`src/rtl/core/sliding_window_maximum_core_assert.svh`:
```
// assertion macros used by the sliding window maximum datapath
`ifndef SLIDING_WINDOW_MAXIMUM_CORE_ASSERT_SVH
`define SLIDING_WINDOW_MAXIMUM_CORE_ASSERT_SVH

// same-cycle implication, sampled on clk, off while rst_n is low
`define SWM_ASSERT_IMPLY(lbl, ante, cons) \
    lbl: assert property (@(posedge clk) disable iff (!rst_n) (ante) |-> (cons)) \
        else $error("swm: same-cycle check failed");

// next-cycle implication, sampled on clk, off while rst_n is low
`define SWM_ASSERT_NEXT(lbl, ante, cons) \
    lbl: assert property (@(posedge clk) disable iff (!rst_n) (ante) |=> (cons)) \
        else $error("swm: next-cycle check failed");

`endif

```
`src/rtl/core/swm_pkg.sv`:
```
// shared constants, types and command structs of the sliding window maximum
package swm_pkg;

    localparam int WINDOW_MAX  = 64;
    localparam int SAMPLE_BITS = 32;
    localparam int ADDR_W      = $clog2(WINDOW_MAX);
    localparam int OCC_W       = $clog2(WINDOW_MAX + 1);
    localparam int SUM_W       = OCC_W + 1;
    localparam int POS_MOD     = 2 * WINDOW_MAX;
    localparam int POS_W       = $clog2(POS_MOD);
    localparam int WS_W        = 7;
    localparam int WS_RESET    = 3;

    typedef logic signed [SAMPLE_BITS-1:0] sample_t;
    typedef logic [ADDR_W-1:0]             addr_t;
    typedef logic [OCC_W-1:0]              occ_t;
    typedef logic [SUM_W-1:0]              sum_t;
    typedef logic [POS_W-1:0]              pos_t;
    typedef logic [WS_W-1:0]               ws_t;

    // which ring slot the candidate store reads next
    typedef enum logic [1:0] {
        RD_HEAD,
        RD_NEXT_HEAD,
        RD_BACK,
        RD_NEW_BACK
    } rd_sel_t;

    typedef struct packed {
        logic    accept;
        logic    retire;
        logic    front_capture;
        logic    pop;
        logic    push;
        logic    emit;
        logic    finish;
        rd_sel_t rd_sel;
    } swm_cmd_t;

    typedef struct packed {
        logic in_valid;
        logic retire_hit;
        logic pop_hit;
        logic filled;
        logic out_free;
    } swm_status_t;

endpackage

```
`src/rtl/core/swm_in_if.sv`:
```
// sample channel: valid, ready and one input item
interface swm_in_if;
    logic             valid;
    logic             ready;
    swm_pkg::sample_t sample;
    logic             end_of_sequence;

    modport source (output valid, output sample, output end_of_sequence, input ready);
    modport sink   (input valid, input sample, input end_of_sequence, output ready);
endinterface

```
`src/rtl/core/swm_out_if.sv`:
```
// result channel: valid, ready and one result item
interface swm_out_if;
    logic             valid;
    logic             ready;
    swm_pkg::sample_t window_max;
    logic             final_result;

    modport source (output valid, output window_max, output final_result, input ready);
    modport sink   (input valid, input window_max, input final_result, output ready);
endinterface

```
`src/rtl/core/swm_cfg_if.sv`:
```
// configuration write channel for the window size register
interface swm_cfg_if;
    logic         valid;
    logic         ready;
    swm_pkg::ws_t window_size;

    modport source (output valid, output window_size, input ready);
    modport sink   (input valid, input window_size, output ready);
endinterface

```
`src/rtl/core/swm_ctrl.sv`:
```
// sequencing state machine: accept, retire old entries, pop smaller entries, emit
module swm_ctrl (
    input  logic                 clk,
    input  logic                 rst_n,
    input  swm_pkg::swm_status_t status,
    output swm_pkg::swm_cmd_t    cmd,
    output logic                 in_ready
);

    typedef enum logic [1:0] {
        ST_IDLE,
        ST_RETIRE,
        ST_POP,
        ST_EMIT
    } state_t;

    state_t state_reg;
    state_t state_next;

    always_comb
    begin
        cmd        = '0;
        cmd.rd_sel = swm_pkg::RD_HEAD;
        state_next = state_reg;
        in_ready   = 1'b0;
        case (state_reg)
            ST_IDLE:
            begin
                in_ready = 1'b1;
                if (status.in_valid)
                begin
                    cmd.accept = 1'b1;
                    state_next = ST_RETIRE;
                end
            end
            ST_RETIRE:
            begin
                if (status.retire_hit)
                begin
                    cmd.retire = 1'b1;
                    cmd.rd_sel = swm_pkg::RD_NEXT_HEAD;
                end
                else
                begin
                    cmd.front_capture = 1'b1;
                    cmd.rd_sel        = swm_pkg::RD_BACK;
                    state_next        = ST_POP;
                end
            end
            ST_POP:
            begin
                if (status.pop_hit)
                begin
                    cmd.pop    = 1'b1;
                    cmd.rd_sel = swm_pkg::RD_NEW_BACK;
                end
                else
                begin
                    cmd.push   = 1'b1;
                    state_next = ST_EMIT;
                end
            end
            ST_EMIT:
            begin
                if (!status.filled)
                begin
                    cmd.finish = 1'b1;
                    state_next = ST_IDLE;
                end
                else if (status.out_free)
                begin
                    cmd.emit   = 1'b1;
                    cmd.finish = 1'b1;
                    state_next = ST_IDLE;
                end
            end
            default:
            begin
                state_next = ST_IDLE;
            end
        endcase
    end

    always_ff @(posedge clk or negedge rst_n)
    begin
        if (!rst_n)
        begin
            state_reg <= ST_IDLE;
        end
        else
        begin
            state_reg <= state_next;
        end
    end

endmodule

```
`src/rtl/core/swm_datapath.sv`:
```
// candidate ring store, deque pointers, window register and result register
`include "sliding_window_maximum_core_assert.svh"

module swm_datapath (
    input  logic                 clk,
    input  logic                 rst_n,
    input  swm_pkg::swm_cmd_t    cmd,
    output swm_pkg::swm_status_t status,
    input  logic                 in_valid,
    input  swm_pkg::sample_t     in_sample,
    input  logic                 in_eos,
    input  logic                 cfg_valid,
    input  swm_pkg::ws_t         cfg_data,
    input  logic                 out_ready,
    output logic                 out_valid,
    output swm_pkg::sample_t     out_max,
    output logic                 out_final
);

    // candidate ring
    swm_pkg::sample_t mem_val [swm_pkg::WINDOW_MAX];
    swm_pkg::pos_t    mem_pos [swm_pkg::WINDOW_MAX];
    swm_pkg::sample_t rd_val_reg;
    swm_pkg::pos_t    rd_pos_reg;

    swm_pkg::ws_t     ws_reg;
    swm_pkg::addr_t   head_reg;
    swm_pkg::occ_t    occ_reg;
    swm_pkg::pos_t    pos_reg;
    logic             filled_reg;
    swm_pkg::sample_t sample_reg;
    logic             eos_reg;
    swm_pkg::occ_t    k_reg;
    swm_pkg::sample_t front_reg;
    swm_pkg::sample_t max_reg;
    logic             out_valid_reg;
    swm_pkg::sample_t out_max_reg;
    logic             out_final_reg;

    swm_pkg::occ_t    k_next;
    swm_pkg::occ_t    rd_off;
    swm_pkg::addr_t   rd_addr;
    swm_pkg::addr_t   wr_addr;
    swm_pkg::addr_t   head_inc;
    swm_pkg::pos_t    pos_inc;
    logic [swm_pkg::POS_W:0] age;
    logic             occ_zero;
    logic             fill_hit;

    function automatic swm_pkg::addr_t slot_of(swm_pkg::addr_t base, swm_pkg::occ_t off);
        swm_pkg::sum_t s;
        s = swm_pkg::sum_t'(base) + swm_pkg::sum_t'(off);
        if (s >= swm_pkg::sum_t'(swm_pkg::WINDOW_MAX))
        begin
            s = s - swm_pkg::sum_t'(swm_pkg::WINDOW_MAX);
        end
        return swm_pkg::addr_t'(s);
    endfunction

    assign occ_zero = (occ_reg == '0);

    // zero counts as one, oversize saturates
    always_comb
    begin
        if (ws_reg == '0)
        begin
            k_next = swm_pkg::occ_t'(1);
        end
        else if (swm_pkg::sum_t'(ws_reg) > swm_pkg::sum_t'(swm_pkg::WINDOW_MAX))
        begin
            k_next = swm_pkg::occ_t'(swm_pkg::WINDOW_MAX);
        end
        else
        begin
            k_next = swm_pkg::occ_t'(ws_reg);
        end
    end

    always_comb
    begin
        case (cmd.rd_sel)
            swm_pkg::RD_HEAD:      rd_off = '0;
            swm_pkg::RD_NEXT_HEAD: rd_off = swm_pkg::occ_t'(1);
            swm_pkg::RD_BACK:
                rd_off = (occ_reg >= swm_pkg::occ_t'(1)) ? occ_reg - swm_pkg::occ_t'(1) : '0;
            swm_pkg::RD_NEW_BACK:
                rd_off = (occ_reg >= swm_pkg::occ_t'(2)) ? occ_reg - swm_pkg::occ_t'(2) : '0;
            default:               rd_off = '0;
        endcase
    end

    assign rd_addr  = slot_of(head_reg, rd_off);
    assign wr_addr  = slot_of(head_reg, occ_reg);
    assign head_inc = slot_of(head_reg, swm_pkg::occ_t'(1));
    assign pos_inc  = (pos_reg == swm_pkg::pos_t'(swm_pkg::POS_MOD - 1)) ? '0
                                                                         : pos_reg + 1'b1;

    // distance of the front entry from the current sample, modulo the position range
    always_comb
    begin
        if (pos_reg >= rd_pos_reg)
        begin
            age = {1'b0, pos_reg} - {1'b0, rd_pos_reg};
        end
        else
        begin
            age = {1'b0, pos_reg} + (swm_pkg::POS_W + 1)'(swm_pkg::POS_MOD)
                  - {1'b0, rd_pos_reg};
        end
    end

    assign fill_hit = (swm_pkg::sum_t'(pos_reg) + swm_pkg::sum_t'(1)) >= swm_pkg::sum_t'(k_reg);

    assign status.in_valid   = in_valid;
    assign status.retire_hit = !occ_zero
                               && (swm_pkg::sum_t'(age) >= swm_pkg::sum_t'(k_reg));
    assign status.pop_hit    = !occ_zero && (rd_val_reg < sample_reg);
    assign status.filled     = filled_reg;
    assign status.out_free   = !out_valid_reg || out_ready;

    assign out_valid = out_valid_reg;
    assign out_max   = out_max_reg;
    assign out_final = out_final_reg;

    // ring store, one write and one registered read a cycle
    always_ff @(posedge clk)
    begin
        if (cmd.push)
        begin
            mem_val[wr_addr] <= sample_reg;
            mem_pos[wr_addr] <= pos_reg;
        end
        rd_val_reg <= mem_val[rd_addr];
        rd_pos_reg <= mem_pos[rd_addr];
    end

    // payload registers
    always_ff @(posedge clk)
    begin
        if (cmd.accept)
        begin
            sample_reg <= in_sample;
            eos_reg    <= in_eos;
            k_reg      <= k_next;
        end
        if (cmd.front_capture)
        begin
            front_reg <= rd_val_reg;
        end
        if (cmd.push)
        begin
            max_reg <= occ_zero ? sample_reg : front_reg;
        end
        if (cmd.emit)
        begin
            out_max_reg   <= max_reg;
            out_final_reg <= eos_reg;
        end
    end

    always_ff @(posedge clk or negedge rst_n)
    begin
        if (!rst_n)
        begin
            ws_reg        <= swm_pkg::ws_t'(swm_pkg::WS_RESET);
            head_reg      <= '0;
            occ_reg       <= '0;
            pos_reg       <= '0;
            filled_reg    <= 1'b0;
            out_valid_reg <= 1'b0;
        end
        else
        begin
            if (cfg_valid)
            begin
                ws_reg <= cfg_data;
            end
            if (cmd.retire)
            begin
                head_reg <= head_inc;
                occ_reg  <= occ_reg - 1'b1;
            end
            else if (cmd.pop)
            begin
                occ_reg <= occ_reg - 1'b1;
            end
            else if (cmd.push)
            begin
                if (occ_reg != swm_pkg::occ_t'(swm_pkg::WINDOW_MAX))
                begin
                    occ_reg <= occ_reg + 1'b1;
                end
                filled_reg <= filled_reg || fill_hit;
            end
            if (cmd.emit)
            begin
                out_valid_reg <= 1'b1;
            end
            else if (out_ready)
            begin
                out_valid_reg <= 1'b0;
            end
            if (cmd.finish)
            begin
                if (eos_reg)
                begin
                    head_reg   <= '0;
                    occ_reg    <= '0;
                    pos_reg    <= '0;
                    filled_reg <= 1'b0;
                end
                else
                begin
                    pos_reg <= pos_inc;
                end
            end
        end
    end

    `SWM_ASSERT_IMPLY(a_occ_bound, 1'b1, occ_reg <= swm_pkg::occ_t'(swm_pkg::WINDOW_MAX))
    `SWM_ASSERT_IMPLY(a_retire_nonempty, cmd.retire || cmd.pop, !occ_zero)
    `SWM_ASSERT_IMPLY(a_emit_filled, cmd.emit, filled_reg && (!out_valid_reg || out_ready))
    `SWM_ASSERT_NEXT(a_eos_clears, cmd.finish && eos_reg,
                     occ_reg == '0 && pos_reg == '0 && !filled_reg)

endmodule

```
`src/rtl/core/sliding_window_maximum_core.sv`:
```
// top level of the sliding window maximum: controller, datapath and channel wiring
// Emits, for every signed sample once the window has filled, the maximum of the
// last window_size samples (window_size 0 acts as 1, above 64 acts as 64). A
// monotonic deque of candidates lives in a 64-entry ring memory with one
// registered read port, and a controller walks it one entry a cycle. An item
// takes the controller through these steps in order: accept, retire entries off
// the front one at a time and then capture the front, pop smaller entries off
// the back one at a time and then write the new sample, and load the result
// register, a step that waits while the result register is still full. Every
// entry is retired or popped at most once. A sample with end_of_sequence set
// delivers its result, if the window has filled, and then clears the window; a
// sequence shorter than the window gives no result. The result register lets
// the next item be accepted and worked on while an earlier result waits to be
// taken. Configuration writes are taken in any cycle and should only be made
// while the block is idle.
module sliding_window_maximum_core (
    input  logic clk,
    input  logic rst_n,
    swm_in_if.sink    samples,
    swm_out_if.source results,
    swm_cfg_if.sink   cfg
);

    swm_pkg::swm_cmd_t    cmd;
    swm_pkg::swm_status_t status;
    logic                 in_ready;

    // the window register takes a write in every cycle
    assign cfg.ready     = 1'b1;
    assign samples.ready = in_ready;

    // sequencing: accept, front retire loop, back pop loop, result
    swm_ctrl u_ctrl (
        .clk      (clk),
        .rst_n    (rst_n),
        .status   (status),
        .cmd      (cmd),
        .in_ready (in_ready)
    );

    // candidate ring, deque pointers and result register
    swm_datapath u_datapath (
        .clk       (clk),
        .rst_n     (rst_n),
        .cmd       (cmd),
        .status    (status),
        .in_valid  (samples.valid),
        .in_sample (samples.sample),
        .in_eos    (samples.end_of_sequence),
        .cfg_valid (cfg.valid),
        .cfg_data  (cfg.window_size),
        .out_ready (results.ready),
        .out_valid (results.valid),
        .out_max   (results.window_max),
        .out_final (results.final_result)
    );

endmodule
```
`src/flat_wrapper.sv`:
```
// flat-port wrapper written by rule: the top's interface ports become plain ports
module sliding_window_maximum_core_flat 
  (clk, rst_n, samples_valid, samples_sample, samples_end_of_sequence, samples_ready, results_valid, results_window_max, results_final_result, results_ready, cfg_valid, cfg_window_size, cfg_ready);
  swm_in_if samples_i ();
  swm_out_if results_i ();
  swm_cfg_if cfg_i ();
  input  logic clk;
  input  logic rst_n;
  input wire logic [$bits(samples_i.valid)-1:0] samples_valid;
  input wire logic [$bits(samples_i.sample)-1:0] samples_sample;
  input wire logic [$bits(samples_i.end_of_sequence)-1:0] samples_end_of_sequence;
  output wire logic [$bits(samples_i.ready)-1:0] samples_ready;
  output wire logic [$bits(results_i.valid)-1:0] results_valid;
  output wire logic [$bits(results_i.window_max)-1:0] results_window_max;
  output wire logic [$bits(results_i.final_result)-1:0] results_final_result;
  input wire logic [$bits(results_i.ready)-1:0] results_ready;
  input wire logic [$bits(cfg_i.valid)-1:0] cfg_valid;
  input wire logic [$bits(cfg_i.window_size)-1:0] cfg_window_size;
  output wire logic [$bits(cfg_i.ready)-1:0] cfg_ready;
  assign samples_i.valid = samples_valid;
  assign samples_i.sample = samples_sample;
  assign samples_i.end_of_sequence = samples_end_of_sequence;
  assign samples_ready = samples_i.ready;
  assign results_valid = results_i.valid;
  assign results_window_max = results_i.window_max;
  assign results_final_result = results_i.final_result;
  assign results_i.ready = results_ready;
  assign cfg_i.valid = cfg_valid;
  assign cfg_i.window_size = cfg_window_size;
  assign cfg_ready = cfg_i.ready;
  sliding_window_maximum_core u_core (.clk(clk), .rst_n(rst_n), .samples(samples_i), .results(results_i), .cfg(cfg_i));
endmodule
```
`config.mk`:
```
export PLATFORM = sky130hd
export DESIGN_NAME = sliding_window_maximum_core_flat
export DESIGN_NICKNAME = d
export VERILOG_FILES = /design/src/rtl/core/swm_pkg.sv /design/src/rtl/core/swm_in_if.sv /design/src/rtl/core/swm_out_if.sv /design/src/rtl/core/swm_cfg_if.sv /design/src/rtl/core/swm_ctrl.sv /design/src/rtl/core/swm_datapath.sv /design/src/rtl/core/sliding_window_maximum_core.sv /design/src/flat_wrapper.sv
export VERILOG_INCLUDE_DIRS = /design/src /design/src/rtl/core
export SDC_FILE = /design/constraint.sdc
export NUM_CORES = 2
export LEC_CHECK = 0
export BUFFER_PORTS_ARGS = -buffer_cell sky130_fd_sc_hd__buf_4
export CORE_MARGIN = 5
export CORE_UTILIZATION = 45
export CTS_BUF_LIST = sky130_fd_sc_hd__clkbuf_16
export DETAILED_ROUTE_END_ITERATION = 16
export GPL_TIMING_DRIVEN = 0
export PLACE_DENSITY_LB_ADDON = 0.2
export SYNTH_ARGS = -nofsm -noshare
export SYNTH_HDL_FRONTEND = slang
export SYNTH_SLANG_ARGS = --single-unit
```
`constraint.sdc`:
```
create_clock -name clk -period 8.2 [get_ports clk]
set_input_delay 0 -clock clk [delete_from_list [all_inputs] [get_ports clk]]
set_output_delay 0 -clock clk [all_outputs]
set_load 0.02 [all_outputs]
```
; ---- Word-level counts from Yosys, hierarchy flattened
; Memory sizes are Yosys's and may differ from the RTL's. A register that Yosys moved wholly into a read port is not among the register bits.
; Cells that the tools add are included.
[totals]
reg_bits = 168
ramBits = 2496
inputBits = 45
out_inout_bits = 36
word_cells = 117
memories = 2
[memory_table]
columns = name, words, width, read_ports, rd_clocked_by_memory_dff, wr, line_no
row1 = u_core.u_datapath.mem_val, 64, 32, 1, 1, 1, swm_datapath.sv:21  ; swm_pkg::sample_t mem_val [swm_pkg::WINDOW_MAX];
row2 = u_core.u_datapath.mem_pos, 64, 7, 1, 1, 1, swm_datapath.sv:22  ; swm_pkg::pos_t mem_pos [swm_pkg::WINDOW_MAX];
[op_classes]
add_sub_neg = 14
magnitude_cmp = 10
n_eq_ne = 12
mux = 51
n_reduce_logical = 13
[ops]
columns = operator, n
row1 = 7-bit two-way mux, 11
row2 = 6-bit two-way mux, 6
row3 = 32-bit < comparator, 1
row4 = 32-bit two-way mux, 1
row5 = 7-bit one-hot mux with 4 select lines, 1
row6 = 2-bit two-way mux, 11
row7 = 1-bit two-way mux, 18
row8 = 6-bit by 1-bit subtractor with 6-bit output (second input constant), 3
row9 = 6-bit by 7-bit adder with 8-bit output, 2
row10 = 8-bit by 7-bit greater-or-equal comparator with 1-bit output, 2
row11 = 8-bit by 7-bit greater-or-equal comparator with 1-bit output (second input constant), 2
row12 = 7-bit by 1-bit adder with 7-bit output (second input constant), 2
row13 = 7-bit logical NOT, 2
row14 = 7-bit by 1-bit adder with 8-bit output (second input constant), 1
row15 = 7-bit by 8-bit adder with 8-bit output (second input constant), 1
row16 = 2-bit == test (second input constant), 4
row17 = 8-bit two-way mux, 1
row18 = 2-bit one-hot mux with 4 select lines, 1
row19 = 7-bit by 7-bit subtractor with 8-bit output, 1
row20 = 8-bit by 7-bit subtractor with 8-bit output, 1
row21 = 6-bit by 1-bit adder with 7-bit output (second input constant), 1
row22 = 7-bit == test (second input constant), 1
row23 = 7-bit by 1-bit greater-or-equal comparator with 1-bit output (second input constant), 1
row24 = 7-bit by 2-bit greater-or-equal comparator with 1-bit output (second input constant), 1
row25 = 17 further kinds, 24

; ---- Depth between registers and ports, before layout
[logic_depth]
depth_word = 12
ltp_mapped = 27
depth_no_buf = 25

; ---- Cells and area by module
; Synthesis repeated with hierarchy kept, for this count alone.
[unflattened]
cells_unflattened = 4380
hier_area_um2 = 103966.0
[by_module_without_submodules]
columns = mod, instances, cells_each, area_per_inst_um2, seq_area_each_um2
row1 = swm_datapath, 1, 4352, 103709.5, 80574.8
row2 = swm_ctrl, 1, 26, 245.2, 50.0
row3 = sliding_window_maximum_core, 1, 2, 11.3, 0.0

; ---- Worst setup path before layout
; OpenSTA, ideal clock, no wires.
[synth_timing]
kind = reg2reg
from = register u_core.u_datapath.pos_reg[1]
to = register u_core.u_datapath.rd_val_reg[17] (read register of u_core.u_datapath.mem_val)
arrival_time_ps = 8218
path_slack_ps = -145
path_stages_with_launch = 25
n_path_buf = 4
path_cell_list = dfrtp_1 > ha_1 > nor2b_1 > o31a_1 > o21a_1 > nor2_1 > xnor2_1 > ha_1 > a211oi_1 > o21ai_1 > a31oi_1 > a21oi_1 > nor2b_1 > nand4_4 > o21ai_0 > o221a_2 > ha_1 > clkbuf_1 > clkbuf_1 > clkbuf_1 > buf_1 > mux4_2 > mux4_2 > mux2i_1 > mux2i_1
[synth_between]
elab_chain_len = 12
word_cells_on_any_way = 18
[synth_lines]
columns = element, line_no
row1 = "start, declared", swm_datapath.sv:29  ; swm_pkg::pos_t pos_reg;
row2 = "start signal, assigned", swm_datapath.sv:214  ; pos_reg <= pos_inc;
row3 = 7-bit by 8-bit adder with 8-bit output, swm_datapath.sv:107  ; age = {1'b0, pos_reg} + (swm_pkg::POS_W + 1)'(swm_pkg::POS_MOD)
row4 = 8-bit by 7-bit subtractor with 8-bit output, swm_datapath.sv:108  ; - {1'b0, rd_pos_reg};
row5 = 8-bit two-way mux *, swm_datapath.sv:101  ; if (pos_reg >= rd_pos_reg)
row6 = 8-bit by 7-bit greater-or-equal comparator with 1-bit output *, swm_datapath.sv:116  ; && (swm_pkg::sum_t'(age) >= swm_pkg::sum_t'(k_reg));
row7 = 1-bit logical AND *, swm_datapath.sv:116
row8 = 2-bit two-way mux *, swm_ctrl.sv:38  ; if (status.retire_hit)
row9 = 2-bit one-hot mux with 2 select lines *, swm_ctrl.sv:26  ; case (state_reg)
row10 = "2-bit == test, or another cell as far along", swm_datapath.sv:81  ; case (cmd.rd_sel)
row11 = 7-bit one-hot mux with 4 select lines *, swm_datapath.sv:81
row12 = 6-bit by 7-bit adder with 8-bit output *, swm_datapath.sv:52  ; s = swm_pkg::sum_t'(base) + swm_pkg::sum_t'(off);
row13 = 8-bit by 7-bit greater-or-equal comparator with 1-bit output / 6-bit by 1-bit subtractor with 6-bit output (equally long branches), "swm_datapath.sv:53, swm_datapath.sv:55"
row14 = 6-bit two-way mux *, swm_datapath.sv:53  ; if (s >= swm_pkg::sum_t'(swm_pkg::WINDOW_MAX))
row15 = "end, declared", swm_datapath.sv:23  ; swm_pkg::sample_t rd_val_reg;
; Every way passes the cells marked *; elsewhere a longest branch is shown, timed or not.
; A chain may end at the register's enable or synchronous reset.

; ---- Worst setup path after layout
[layout_timing]
from = register u_core.u_datapath.pos_reg[1]
to = register u_core.u_datapath.rd_val_reg[6] (read register of u_core.u_datapath.mem_val)
; The elaborated chain is that of the path after synthesis.

==> impl_metrics.env <==
export IMPL_status="finished, final reports clean"
export IMPL_grt_max_degree=61
export IMPL_cts_htree_levels=5
export IMPL_cpLargestDelayFamily="multiplexers"
export IMPL_drtAntennaViolNets=0
export IMPL_finalWirelength_um=261900
export IMPL_dpl_hpwl_um=175400
export IMPL_cts_buffers=286
export IMPL_grt_antenna_before_repair=10
export IMPL_io_pins=81
export IMPL_die_y_um=490.6
export IMPL_drtIter0Drc=5434
export IMPL_die_area_sq_mm=0.2407
export IMPL_crit_required_ps=8920
export IMPL_hp_class="in -> reg"
export IMPL_path_max_fanout=23
export IMPL_reg_top3="u_core.u_datapath.mem_val x2048, u_core.u_datapath.mem_pos x448"
export IMPL_core_sq_mm=0.2299
export IMPL_rr_worst_depth=23
export IMPL_reg2reg_to="u_core.u_datapath.rd_val_reg[6]$_DFF_P_"
export IMPL_cpMostUsedCell="ha_1"
export IMPL_crit_chain="ha_1 -> nor2b_1 -> o31a_1 -> o21a_1 -> nor2_1 -> xnor2_1 -> ha_1 -> a211oi_1 -> o21ai_1 -> a31oi_2 -> a21oi_1 -> nor3_4 -> nand4_4 -> o21ai_0 -> o221a_2 -> ha_1 -> clkbuf_1 -> buf_2 -> clkbuf_2 -> mux4_2 -> mux4_2 -> mux2i_2 -> mux2i_1"
export IMPL_setup_violations=0
export IMPL_final_nets=5160
export IMPL_initial_core_util=0.4522
export IMPL_cp_num_buf_inv=3
export IMPL_cts_tree="built"
export IMPL_yosys_top_cells_area="edfxtp_1 (76%), mux4_2 (17%), mux2i_1 (1.2%)"
export IMPL_cellPowerDensity_mw_per_mm2=450.6
export IMPL_wire_per_inst_um=31.69
export IMPL_portBuffers=78
export IMPL_fp_row_count=176
export IMPL_drv_slew=0
export IMPL_cap_viol_max_count=0
export IMPL_clk_pin_slew_worst_paths_ps=60
export IMPL_layout_min_cycle_time_ps=7995
export IMPL_synth_top_area_share=0.7606
export IMPL_fin_area_sq_mm=0.1225
export IMPL_cts_sinks=2703
export IMPL_drc=0
export IMPL_vias=48820
export IMPL_finClkSkew_ps=44.87
export IMPL_holdWs_ps=103.1
export IMPL_synthFlopType="edfxtp_1"
export IMPL_grt_first_pass_wirelength_um=373800
export IMPL_ys_seq_elements=2703
export IMPL_clock_tree_buffer_depth=4
export IMPL_synthCells=4411
export IMPL_crit_type="reg -> reg"
export IMPL_syn_area_sq_mm=0.1040
export IMPL_cp_end_kind="flip-flop"
export IMPL_min_to="u_core.u_ctrl.state_reg[1]$_DFFE_PN0P_"
export IMPL_fin_tns_setup_ps=0
export IMPL_worstHoldStart="samples_valid"
export IMPL_tightest_slew_ps=1192
export IMPL_r2r_start="u_core.u_datapath.pos_reg[1]$_DFFE_PN0P_"
export IMPL_worstPathArrival_ps=8710
export IMPL_syn_nets=4535
export IMPL_regMostFlops="u_core.u_datapath.mem_val"
export IMPL_max_slew_margin=0.2028
export IMPL_finalHoldViolations=0
export IMPL_vdd_drop_max_mv=0.3026
export IMPL_first_global_vias=49620
export IMPL_gp_congestion=0.8099
export IMPL_avgSynthCellArea_sq_um=23.57
export IMPL_die_x_um=490.6
export IMPL_fmax_mhz=125.1
export IMPL_clk_latency_ps=920
export IMPL_post_route_period_util=0.9750
export IMPL_ys_async_sr_fraction=0.01147
export IMPL_grt_ovfl_total=0
export IMPL_synth_top_area_cell="edfxtp_1"
export IMPL_crit_path_start_kind="flip-flop"
export IMPL_p_leak_uw=0.03923
export IMPL_cpPeakStageDelay_ps=710
export IMPL_first_pass_iters=6
export IMPL_yosys_warnings=0
export IMPL_fin_util=0.5329
export IMPL_largest_reg_flops=2048
export IMPL_slowest_stage="buf_2"
export IMPL_drive_gt1_frac=0.3088
export IMPL_final_common_cell="edfxtp_1"
export IMPL_hold_depth=6
export IMPL_worst_r2r_setup_slack_ps=200
export IMPL_ys_types=66
export IMPL_clock_root_buffer="clkbuf_16"
export IMPL_area_growth_syn_to_layout_pct=17.85
export IMPL_mostFrequentLayoutCells="edfxtp_1 (2633), mux4_2 (780), clkbuf_16 (293)"
export IMPL_viasPerCell=5.906
export IMPL_grt_total_usage=0.2167
export IMPL_ys_seq_area_frac=0.7756
export IMPL_placed_area_sq_mm=0.1124
export IMPL_synth_edff_count=2633
==> layout make-up <==
| class | count | area, sq um |
|---|---|---|
| Fill cell | 17360 | 107400 |
| Antenna cell | 6 | 15.01 |
| Tap cell | 3026 | 3786 |
| Multi-Input combinational cell | 1440 | 22910 |
| Inverter | 62 | 232.7 |
| Clock buffer | 293 | 7332 |
| Sequential cell | 2703 | 80640 |
| Buffer | 206 | 1050 |
| Clock inverter | 193 | 1329 |
| Timing Repair Buffer | 337 | 5213 |
==> cell usage after synthesis, types with 11 or more instances <==
master and count:
a21o_1 12, a21oi_1 39, buf_1 33, clkbuf_1 168, dfrtp_1 29, dfxtp_1 39
edfxtp_1 2633, ha_1 76, inv_1 62, mux2i_1 120, mux4_2 780, nand2_1 82
nand3_1 21, nand4_1 12, nor2_1 107, nor2b_1 11, o21ai_0 58, xnor2_1 19
xor2_1 11
==> per-stage QoR <==
stage / setup WS, ps / power [uW] / cells
floorplan: 580.1 / 33030 / 4411
global placement: -4768 / 42280 / 7515
detailed placement: -1901 / 43060 / 7668
CTS: 0.5222 / 55510 / 8253
global route: -8.568 / 57440 / 8261
finish: 204.9 / 55200 / 8266
==> timing repair <==
item,CTS,global route
buffers inserted,6,7
endpoints found under the hold margin,133,0
hold buffers,93,0
endpoints found under the setup margin,39,39
gates resized for setup,121,134
pin swaps,0,0
==> worst max-delay path by stage <==
| stage | from | endpoint | slack [ps] | cells past startpoint |
|---|---|---|---|---|
| after floorplan | u_core.u_datapath.pos_reg[1]$_DFFE_PN0P_ | u_core.u_datapath.rd_val_reg[17]$_DFF_P_ | 580 | 24 |
| after global placement | u_core.u_datapath.pos_reg[1]$_DFFE_PN0P_ | u_core.u_datapath.rd_val_reg[27]$_DFF_P_ | -4770 | 24 |
| after detailed placement | u_core.u_datapath.sample_reg[31]$_DFFE_PP_ | u_core.u_datapath.rd_pos_reg[0]$_DFF_P_ | -1900 | 21 |
| after CTS | u_core.u_datapath.pos_reg[0]$_DFFE_PN0P_ | u_core.u_datapath.rd_pos_reg[3]$_DFF_P_ | 0.5 | 24 |
| after global routing | u_core.u_datapath.pos_reg[1]$_DFFE_PN0P_ | u_core.u_datapath.rd_val_reg[8]$_DFF_P_ | -9 | 23 |
| final | u_core.u_datapath.pos_reg[1]$_DFFE_PN0P_ | u_core.u_datapath.rd_val_reg[6]$_DFF_P_ | 200 | 23 |
==> cell families after synthesis <==
group,share of synthesized area
buffers and inverters,0.009845
AND/OR/NAND/NOR,0.01188
adder cells (fa/ha/maj),0.009725
XOR/XNOR,0.002528
other,0.00003607
multiplexers,0.1813
flip-flops,0.7756
AO/OA/AOI/OAI,0.009123
==> power breakdown <==
part           leakage [uW]  switching, uW  internal, uW
Sequential           0.0245            377         16400
Clock               0.00453           5110          7060
Combinational        0.0102          14600         11600
Total                0.0392          20100         35100
==> metal layers <==
metal,global-route usage,share of wire,vias to the layer above
met4,0.05428,0.024,0
met1,0.3077,0.42,26560
met5,0,0,-
met3,0.04034,0.071,381
met2,0.3514,0.49,1814
li1,-,-,20070
==> worst reg2reg max path, stage by stage, from the launching register on <==
cell and delay (ps):
dfrtp_4 620, ha_1 360, nor2b_1 150, o31a_1 290
o21a_1 180, nor2_1 120, xnor2_1 140, ha_1 270
a211oi_1 240, o21ai_1 120, a31oi_2 380, a21oi_1 200
nor3_4 430, nand4_4 240, o21ai_0 220, o221a_2 220
ha_1 110, clkbuf_1 210, buf_2 710, clkbuf_2 740
mux4_2 600, mux4_2 590, mux2i_2 410, mux2i_1 270
Note: power is estimated with default switching activity, not from simulation.
